[src/rtl/pgs_pkg.sv]
// Package for the PON grant sizing scheduler: payload and configuration types,
// window mode codes, register indexes and fixed timing constants.
// Used by every module of the block; depends on nothing.
`default_nettype none

package pgs_pkg;

   // Fixed link timing in time quanta.
   localparam int unsigned ROUND_TRIP    = 256;
   localparam int unsigned PROCESS_DELAY = 16;
   localparam logic [31:0] ROUND_TRIP_Q  = 32'(ROUND_TRIP);
   localparam logic [31:0] HALF_RT_Q     = 32'(ROUND_TRIP / 2);
   localparam logic [31:0] PROC_DELAY_Q  = 32'(PROCESS_DELAY);

   // Configuration port geometry.
   localparam int unsigned CSR_ADDR_W = 5;
   localparam int unsigned CSR_DATA_W = 32;

   // Register indexes.
   localparam logic [2:0] REG_INTER_MODE     = 3'd0;
   localparam logic [2:0] REG_DOWNSTREAM_TDM = 3'd1;
   localparam logic [2:0] REG_MAX_WINDOW     = 3'd2;
   localparam logic [2:0] REG_CREDIT_CONST   = 3'd3;
   localparam logic [2:0] REG_CREDIT_FRAC    = 3'd4;
   localparam logic [2:0] REG_CYCLE_LENGTH   = 3'd5;
   localparam logic [2:0] REG_GUARD_TIME     = 3'd6;
   localparam logic [2:0] REG_MPCP_TIME      = 3'd7;

   // Window sizing modes.
   localparam logic [2:0] MODE_FIXED   = 3'd0;
   localparam logic [2:0] MODE_GATED   = 3'd1;
   localparam logic [2:0] MODE_LIMITED = 3'd2;
   localparam logic [2:0] MODE_CONST   = 3'd3;
   localparam logic [2:0] MODE_LINEAR  = 3'd4;
   localparam logic [2:0] MODE_ELASTIC = 3'd5;

   typedef struct packed {
      logic [4:0]  onu_id;
      logic [31:0] now;
      logic [23:0] up_demand;
      logic [23:0] down_demand;
   } req_type;

   typedef struct packed {
      logic [4:0]  grant_onu;
      logic [31:0] grant_start;
      logic [23:0] grant_length;
      logic [31:0] gate_send_time;
   } rsp_type;

   typedef struct packed {
      logic [2:0]  inter_mode;
      logic        downstream_tdm;
      logic [15:0] max_window;
      logic [15:0] credit_const;
      logic [7:0]  credit_frac;
      logic [23:0] cycle_length;
      logic [9:0]  guard_time;
      logic [9:0]  mpcp_time;
   } cfg_type;

endpackage

`default_nettype wire

[src/rtl/pgs_csr.sv]
// Configuration register file behind the APB-style port.
// Depends on pgs_pkg for the register indexes and the configuration struct.
`default_nettype none

module pgs_csr (
   input  wire logic                            clock,
   input  wire logic                            reset,
   input  wire logic                            csr_psel,
   input  wire logic                            csr_penable,
   input  wire logic                            csr_pwrite,
   input  wire logic [pgs_pkg::CSR_ADDR_W-1:0]  csr_paddr,
   input  wire logic [pgs_pkg::CSR_DATA_W-1:0]  csr_pwdata,
   output logic      [pgs_pkg::CSR_DATA_W-1:0]  csr_prdata,
   output logic                                 csr_pready,
   output pgs_pkg::cfg_type                     cfg
);
   import pgs_pkg::*;

   cfg_type    cfg_ff;
   cfg_type    cfg_in;
   logic       wr_en;
   logic [2:0] reg_idx;

   assign csr_pready = 1'b1;
   assign wr_en      = csr_psel & csr_penable & csr_pwrite;
   assign reg_idx    = csr_paddr[4:2];
   assign cfg        = cfg_ff;

   // Write decode: each register keeps only its own width of the data.
   always_comb begin
      cfg_in = cfg_ff;
      if (wr_en) begin
         unique case (reg_idx)
            REG_INTER_MODE:     cfg_in.inter_mode     = csr_pwdata[2:0];
            REG_DOWNSTREAM_TDM: cfg_in.downstream_tdm = csr_pwdata[0];
            REG_MAX_WINDOW:     cfg_in.max_window     = csr_pwdata[15:0];
            REG_CREDIT_CONST:   cfg_in.credit_const   = csr_pwdata[15:0];
            REG_CREDIT_FRAC:    cfg_in.credit_frac    = csr_pwdata[7:0];
            REG_CYCLE_LENGTH:   cfg_in.cycle_length   = csr_pwdata[23:0];
            REG_GUARD_TIME:     cfg_in.guard_time     = csr_pwdata[9:0];
            REG_MPCP_TIME:      cfg_in.mpcp_time      = csr_pwdata[9:0];
            default:            cfg_in = cfg_ff;
         endcase
      end
   end

   always_ff @(posedge clock) begin
      if (reset) begin
         cfg_ff.inter_mode     <= MODE_GATED;
         cfg_ff.downstream_tdm <= 1'b0;
         cfg_ff.max_window     <= 16'd4096;
         cfg_ff.credit_const   <= 16'd0;
         cfg_ff.credit_frac    <= 8'd0;
         cfg_ff.cycle_length   <= 24'd62500;
         cfg_ff.guard_time     <= 10'd64;
         cfg_ff.mpcp_time      <= 10'd32;
      end else begin
         cfg_ff <= cfg_in;
      end
   end

   // Read mux returns the register zero extended.
   always_comb begin
      unique case (reg_idx)
         REG_INTER_MODE:     csr_prdata = 32'(cfg_ff.inter_mode);
         REG_DOWNSTREAM_TDM: csr_prdata = 32'(cfg_ff.downstream_tdm);
         REG_MAX_WINDOW:     csr_prdata = 32'(cfg_ff.max_window);
         REG_CREDIT_CONST:   csr_prdata = 32'(cfg_ff.credit_const);
         REG_CREDIT_FRAC:    csr_prdata = 32'(cfg_ff.credit_frac);
         REG_CYCLE_LENGTH:   csr_prdata = 32'(cfg_ff.cycle_length);
         REG_GUARD_TIME:     csr_prdata = 32'(cfg_ff.guard_time);
         REG_MPCP_TIME:      csr_prdata = 32'(cfg_ff.mpcp_time);
         default:            csr_prdata = '0;
      endcase
   end

endmodule

`default_nettype wire

[src/rtl/pgs_window.sv]
// Combinational grant window sizing for the six window modes.
// Depends on pgs_pkg for the mode codes and the configuration struct.
`default_nettype none

module pgs_window (
   input  wire pgs_pkg::cfg_type  cfg,
   input  wire logic [23:0]  up_demand,
   input  wire logic [23:0]  down_demand,
   input  wire logic [23:0]  budget,
   output logic      [23:0]  window
);
   import pgs_pkg::*;

   logic [23:0] demand;
   logic [24:0] max_ext;
   logic [24:0] credit_sum;
   logic [32:0] linear_prod;
   logic [24:0] linear_val;

   // In TDM downstream mode the larger need drives the window.
   assign demand = (cfg.downstream_tdm && (down_demand > up_demand)) ? down_demand
                                                                    : up_demand;

   assign max_ext     = 25'(cfg.max_window);
   assign credit_sum  = 25'(demand) + 25'(cfg.credit_const);
   // Q0.8 scaling by one plus the fraction, truncated.
   assign linear_prod = 33'(demand) * 33'({1'b1, cfg.credit_frac});
   assign linear_val  = linear_prod[32:8];

   always_comb begin
      case (cfg.inter_mode)
         MODE_FIXED:   window = 24'(cfg.max_window);
         MODE_LIMITED: window = (25'(demand) < max_ext) ? demand : 24'(cfg.max_window);
         MODE_CONST:   window = (credit_sum < max_ext) ? credit_sum[23:0]
                                                       : 24'(cfg.max_window);
         MODE_LINEAR:  window = (linear_val < max_ext) ? linear_val[23:0]
                                                       : 24'(cfg.max_window);
         MODE_ELASTIC: window = (demand < budget) ? demand : budget;
         // Gated, and the unused codes, grant the full demand.
         default:      window = demand;
      endcase
   end

endmodule

`default_nettype wire

[src/rtl/pon_grant_sizing_scheduler.sv]
// Top level of the PON grant sizing scheduler: input register, grant timing
// and state update, result register. Uses pgs_pkg, pgs_csr and pgs_window.
//
//   channel   ports        transfer moves
//   report    req_*        one ONU report (req_type)
//   grant     rsp_*        one upstream grant (rsp_type)
//   config    csr_*        one register write or read, APB style
//
// A report waits in the input register; its grant is computed from there and
// moves into the result register, so one report can be taken every cycle
// while no stalled grant blocks it. The next free time and cycle budget
// registers close the loop in the compute stage. A stalled grant holds the
// result register and then the input register. Reset is synchronous and
// restores the register defaults and clears both pipeline stages and state.
`default_nettype none

module pon_grant_sizing_scheduler (
   input  wire logic                            clock,
   input  wire logic                            reset,
   input  wire logic                            req_valid,
   output logic                                 req_stall,
   input  wire pgs_pkg::req_type                req_data,
   output logic                                 rsp_valid,
   input  wire logic                            rsp_stall,
   output pgs_pkg::rsp_type                     rsp_data,
   input  wire logic                            csr_psel,
   input  wire logic                            csr_penable,
   input  wire logic                            csr_pwrite,
   input  wire logic [pgs_pkg::CSR_ADDR_W-1:0]  csr_paddr,
   input  wire logic [pgs_pkg::CSR_DATA_W-1:0]  csr_pwdata,
   output logic      [pgs_pkg::CSR_DATA_W-1:0]  csr_prdata,
   output logic                                 csr_pready
);
   import pgs_pkg::*;

   cfg_type     cfg;
   req_type     in_data_ff;
   logic        in_valid_ff, in_valid_in;
   rsp_type     out_data_ff, out_data_in;
   logic        out_valid_ff, out_valid_in;
   logic [31:0] next_free_ff, next_free_in;
   logic [23:0] budget_ff, budget_in;
   logic        advance, req_accept;
   logic [23:0] budget_now, window;
   logic [31:0] earliest, diff, base, start;
   logic        later;

   pgs_csr u_csr (
      .clock       (clock),
      .reset       (reset),
      .csr_psel    (csr_psel),
      .csr_penable (csr_penable),
      .csr_pwrite  (csr_pwrite),
      .csr_paddr   (csr_paddr),
      .csr_pwdata  (csr_pwdata),
      .csr_prdata  (csr_prdata),
      .csr_pready  (csr_pready),
      .cfg         (cfg)
   );

   // Pipeline flow: the compute stage moves when the result register is free.
   assign advance     = in_valid_ff & (~out_valid_ff | ~rsp_stall);
   assign req_stall   = in_valid_ff & ~advance;
   assign req_accept  = req_valid & ~req_stall;
   assign in_valid_in = req_accept | (in_valid_ff & ~advance);
   assign out_valid_in = advance | (out_valid_ff & rsp_stall);

   // A report from ONU zero opens a new elastic cycle.
   assign budget_now = (in_data_ff.onu_id == 5'd0) ? cfg.cycle_length : budget_ff;

   pgs_window u_window (
      .cfg         (cfg),
      .up_demand   (in_data_ff.up_demand),
      .down_demand (in_data_ff.down_demand),
      .budget      (budget_now),
      .window      (window)
   );

   // Grant placement with a wrapping "later than" test on the channel time.
   assign earliest = in_data_ff.now + ROUND_TRIP_Q + 32'(cfg.mpcp_time);
   assign diff     = earliest - next_free_ff;
   assign later    = (diff != 32'd0) & ~diff[31];
   assign base     = later ? earliest : next_free_ff;
   assign start    = base - HALF_RT_Q;

   always_comb begin
      next_free_in = next_free_ff;
      budget_in    = budget_ff;
      if (advance) begin
         next_free_in = base + 32'(window) + 32'(cfg.mpcp_time) + 32'(cfg.guard_time);
         budget_in    = (cfg.inter_mode == MODE_ELASTIC) ? (budget_now - window)
                                                         : budget_now;
      end
   end

   always_comb begin
      out_data_in.grant_onu      = in_data_ff.onu_id;
      out_data_in.grant_start    = start;
      out_data_in.grant_length   = window;
      out_data_in.gate_send_time = start - 32'(cfg.mpcp_time) - HALF_RT_Q + PROC_DELAY_Q;
   end

   // Control and state registers.
   always_ff @(posedge clock) begin
      if (reset) begin
         in_valid_ff  <= 1'b0;
         out_valid_ff <= 1'b0;
         next_free_ff <= '0;
         budget_ff    <= '0;
      end else begin
         in_valid_ff  <= in_valid_in;
         out_valid_ff <= out_valid_in;
         next_free_ff <= next_free_in;
         budget_ff    <= budget_in;
      end
   end

   // Payload registers.
   always_ff @(posedge clock) begin
      if (req_accept) begin
         in_data_ff <= req_data;
      end
      if (advance) begin
         out_data_ff <= out_data_in;
      end
   end

   assign rsp_valid = out_valid_ff;
   assign rsp_data  = out_data_ff;

   // A report leaving the compute stage shows up as a grant on the next cycle.
   a_advance_to_rsp: assert property (@(posedge clock) disable iff (reset)
      advance |=> (rsp_valid && rsp_data.grant_onu == $past(in_data_ff.onu_id)))
      else $error("computed grant did not reach the result register");

   // While the grant is held back the channel state must not move.
   a_hold_state: assert property (@(posedge clock) disable iff (reset)
      (rsp_valid && rsp_stall) |=> ($stable(next_free_ff) && $stable(budget_ff)))
      else $error("scheduler state changed under a stalled grant");

   // The input register never drops a pending report.
   a_keep_pending: assert property (@(posedge clock) disable iff (reset)
      (in_valid_ff && !advance) |=> (in_valid_ff && $stable(in_data_ff)))
      else $error("pending report lost in the input register");

endmodule

`default_nettype wire

[config.mk]
export PLATFORM = sky130hd
export DESIGN_NAME = pon_grant_sizing_scheduler
export DESIGN_NICKNAME = d
export VERILOG_FILES = /design/src/rtl/pgs_pkg.sv /design/src/rtl/pgs_csr.sv /design/src/rtl/pgs_window.sv /design/src/rtl/pon_grant_sizing_scheduler.sv
export SDC_FILE = /design/constraint.sdc
export NUM_CORES = 2
export LEC_CHECK = 0
export BUFFER_PORTS_ARGS = -buffer_cell sky130_fd_sc_hd__buf_4
export CAP_MARGIN = 10
export CORE_UTILIZATION = 63
export DETAILED_ROUTE_END_ITERATION = 8
export PLACE_DENSITY = 0.81
export SLEW_MARGIN = 15
export SYNTH_ARGS = -nofsm -noshare
export SYNTH_HDL_FRONTEND = slang
export SYNTH_SLANG_ARGS = --single-unit
[constraint.sdc]
create_clock -name clock -period 20.8 [get_ports clock]
set_input_delay 1.04 -clock clock [delete_from_list [all_inputs] [get_ports clock]]
set_output_delay 1.04 -clock clock [all_outputs]
set_load 0.01 [all_outputs]
==> key figures <==
Floorplanning
  • Initial core utilization: 0.638
  • DIE WIDTH: 224 microns
  • DIE HEIGHT: 224 microns
  • Core footprint: 48800 sq um
  • Die footprint: 50400 sq um
  • IO Count: 257
  • Row count: 81

Clock tree
  • TritonCTS clock tree: yes
  • CTS Hold Buffers Added: 0
  • CTS Buf Count: 38
  • Worst-skew pair later-pin latency: 0.58 ns
  • Setup Buffers After CTS: 0
  • Clock transition at the registers of the reported paths: 0.07 ns
  • # clock sinks: 324
  • CTS root buf: clkbuf_16
  • Worst-case clock buffer depth: 3
  • CTS resizes: 0
  • H-tree levels: 2

Critical path
  • Reg2reg start: in_data_ff[17]
  • Start point of the critical path: in_data_ff[17]
  • Required time worst endpoint: 21.21 ns
  • Slowest Stage Delay on Critical Path: 0.62 ns
  • Critical Path AT: 17.08 ns
  • R2r setup slk: 4.13 ns
  • Slowest-stage cell, CP: or4_1
  • CP endpoint kind: flop
  • Critical path startpoint category: flop
  • Kind of critical path: flop to flop
  • Reg2reg path depth: 59
  • RR Endpoint: next_free_ff[28]
  • Crit path max fanout: 12

GRT
  • Number of global-route vias before repair: 26.3k
  • Initial antenna violation count: 0
  • First-pass GRT wire length: 138 mm
  • GRT Total Usage: 0.351
  • Largest net degree at the start of global routing: 82
  • Overflow after GRT: 0

Timing
  • Final hold viol count: 0
  • Final Skew: 0.0244 ns
  • Final setup TNS: 0 ns
  • Worst slew pin tran: 1.14 ns
  • RSZ-0062 raised after global routing: false
  • Final min period: 16.67 ns
  • FMAX: 60.0 MHz
  • Final setup margin: 4.13 ns
  • Relative slew slack: 0.238
  • Max-slew violations: 0
  • Hold slack: 0.442 ns
  • Final Cycle Share: 0.801
  • Setup Viol. Count Final: 0

Yosys
  • Unique masters post-synth: 96
  • Main synth FF type: edfxtp_1
  • Top cells by area, synth: edfxtp_1, ha_1, fa_1, dfxtp_1, inv_1
  • Syn Inst Count: 3576
  • FFs w/ async S/R, synth: 0
  • Post-synthesis sequential area ratio: 0.265
  • Top cell type's share of synthesized area: 0.171
  • Yosys warning total: 0
  • Largest area contributor in the netlist: edfxtp_1
  • Mapped cell area: 31200 sq um
  • Syn_area_per_cell: 8.72 sq um
  • EDFF count, synth: 178
  • Register bit count reported by yosys: 324

Power
  • Final Total Pwr: 2.45 mW
  • Leak Pwr: 15.7 nW
  • Power Density: 70.4 nW/um^2
  • Max IR drop VDD: 0.0000683 V

Detailed routing
  • Residual DRC count: 0
  • DR pass1 iterations: 6
  • Drt total wl: 88.5 mm
  • Total number of vias: 27.2k
  • Avg WL per Cell: 19.9 microns
  • Post-route ant nets: 0
  • Via density per instance: 6.12
  • 1st-iter DRT viols: 2010

Layout
  • # diodes: 0
  • Commonest cells after routing, fill and taps aside: inv_1, nand2_1, ha_1
  • Area Growth Syn to Fin: 11.4%
  • Layout cell share with drive strength beyond 1: 0.105
  • Fill count: 3842
  • Post-Layout Cell Count: 4439
  • Commonest non-fill, non-tap cell in the layout: inv_1
  • Fin nets: 4363

Placed design
  • Dpl ws: 4.48 ns
  • Port bufs: 237
  • DP HPWL: 68.7 mm
  • Placer Congestion: 0.970
  • Placed Instances: 4369

Outcome
  • Outcome: complete, no violations

Job
  • Max-cap violations: 0

Min path
  • Type of the most critical hold path: flop to flop
  • Hold Crit Start: in_data_ff[82]
  • Worst hold path endpoint: rsp_data[90]
  • Hold path cells: 0
-- cell type report --
class | instances | area [sq um] | area share
multi-input cells | 2688 | 20800 | 0.597
flip-flops and latches | 324 | 8270 | 0.238
repair buffers | 268 | 2010 | 0.0579
inverters | 425 | 1600 | 0.0460
clock buffers | 47 | 1030 | 0.0296
well taps | 664 | 831 | 0.0239
clock inverters | 23 | 256 | 0.00738
-- worst max path at each step --
| stage | end | slack, ns | cells after the start |
|---|---|---|---|
| CTS | next_free_ff[28] | 4.44 | 59 |
| detailed placement | next_free_ff[28] | 4.48 | 59 |
| global route | next_free_ff[28] | 3.26 | 59 |
| global placement | next_free_ff[28] | 4.58 | 59 |
| finish | next_free_ff[28] | 4.13 | 59 |
| floorplan | next_free_ff[30] | 6.46 | 61 |
-- metrics by stage --
stage,util,area [sq um]
floorplan,-,31200
global placement,0.685,33500
CTS,0.711,34800
global route,0.712,34800
finish,0.712,34800
detailed placement,0.685,33500
-- state kept, by name (all words and copies together) (netlist names) --
register,flops
rsp_valid,1
next_free_ff,32
budget_ff,24
in_valid_ff,1
in_data_ff,85
rsp_data,93
u_csr.cfg,88
-- layer usage --
| metal | up-vias | share of wire | GRT usage | routed length (microns) |
|---|---|---|---|---|
| li1 | 12700 | - | - | - |
| met1 | 12900 | 0.39 | 0.445 | 34800 |
| met2 | 1263 | 0.47 | 0.579 | 41200 |
| met3 | 262 | 0.086 | 0.0554 | 7630 |
| met4 | 0 | 0.054 | 0.183 | 4790 |
| met5 | - | 0 | 0 | 0 |
-- kinds of logic after synthesis --
family                     after synthesis  share of synthesized area
buffers and inverters                  571                     0.0713
xor gates and xnor gates               163                     0.0460
muxes                                  134                     0.0451
adders and majority gates              489                      0.239
AOI/OAI and AO/OA                      785                      0.162
DFF                                    324                      0.265
other                                    2                   0.000241
and+or+nand+nor                       1108                      0.171
-- report_power, final --
group / leakage [nW] / switching [mW] / internal, mW
Clock: 0.625 / 0.288 / 0.406
Sequential: 2.89 / 0.0291 / 0.755
Combinational: 12.2 / 0.576 / 0.394
Total: 15.7 / 0.893 / 1.55
-- synthesized netlist by cell type (14+ instances only) --
cell type,number
a211oi_1,32
a21o_1,72
a21oi_1,294
a221o_1,29
a221oi_1,20
a31oi_1,18
and2_1,113
and3_1,32
clkbuf_1,110
dfxtp_1,146
edfxtp_1,178
fa_1,179
ha_1,310
inv_1,409
mux2i_1,117
nand2_1,403
nand2b_1,31
nand3_1,65
nand3b_1,14
nand4_1,37
nor2_1,218
nor2b_1,38
nor3_1,73
nor4_1,14
o21a_1,18
o21ai_0,112
o21ai_1,18
o21bai_1,38
o22ai_1,14
or3_1,23
xnor2_1,107
xor2_1,55
-- worst max-delay path: cells and delay by family, from the launching register on --
family	cells	cell delay, ns
buf+inv	4	0.73
compound gates	31	7.53
flops	1	0.41
simple gates	13	3.34
fa+ha+maj	9	3.63
mux	1	0.57
xor+xnor	1	0.28
(Power assumes the default switching activity.)
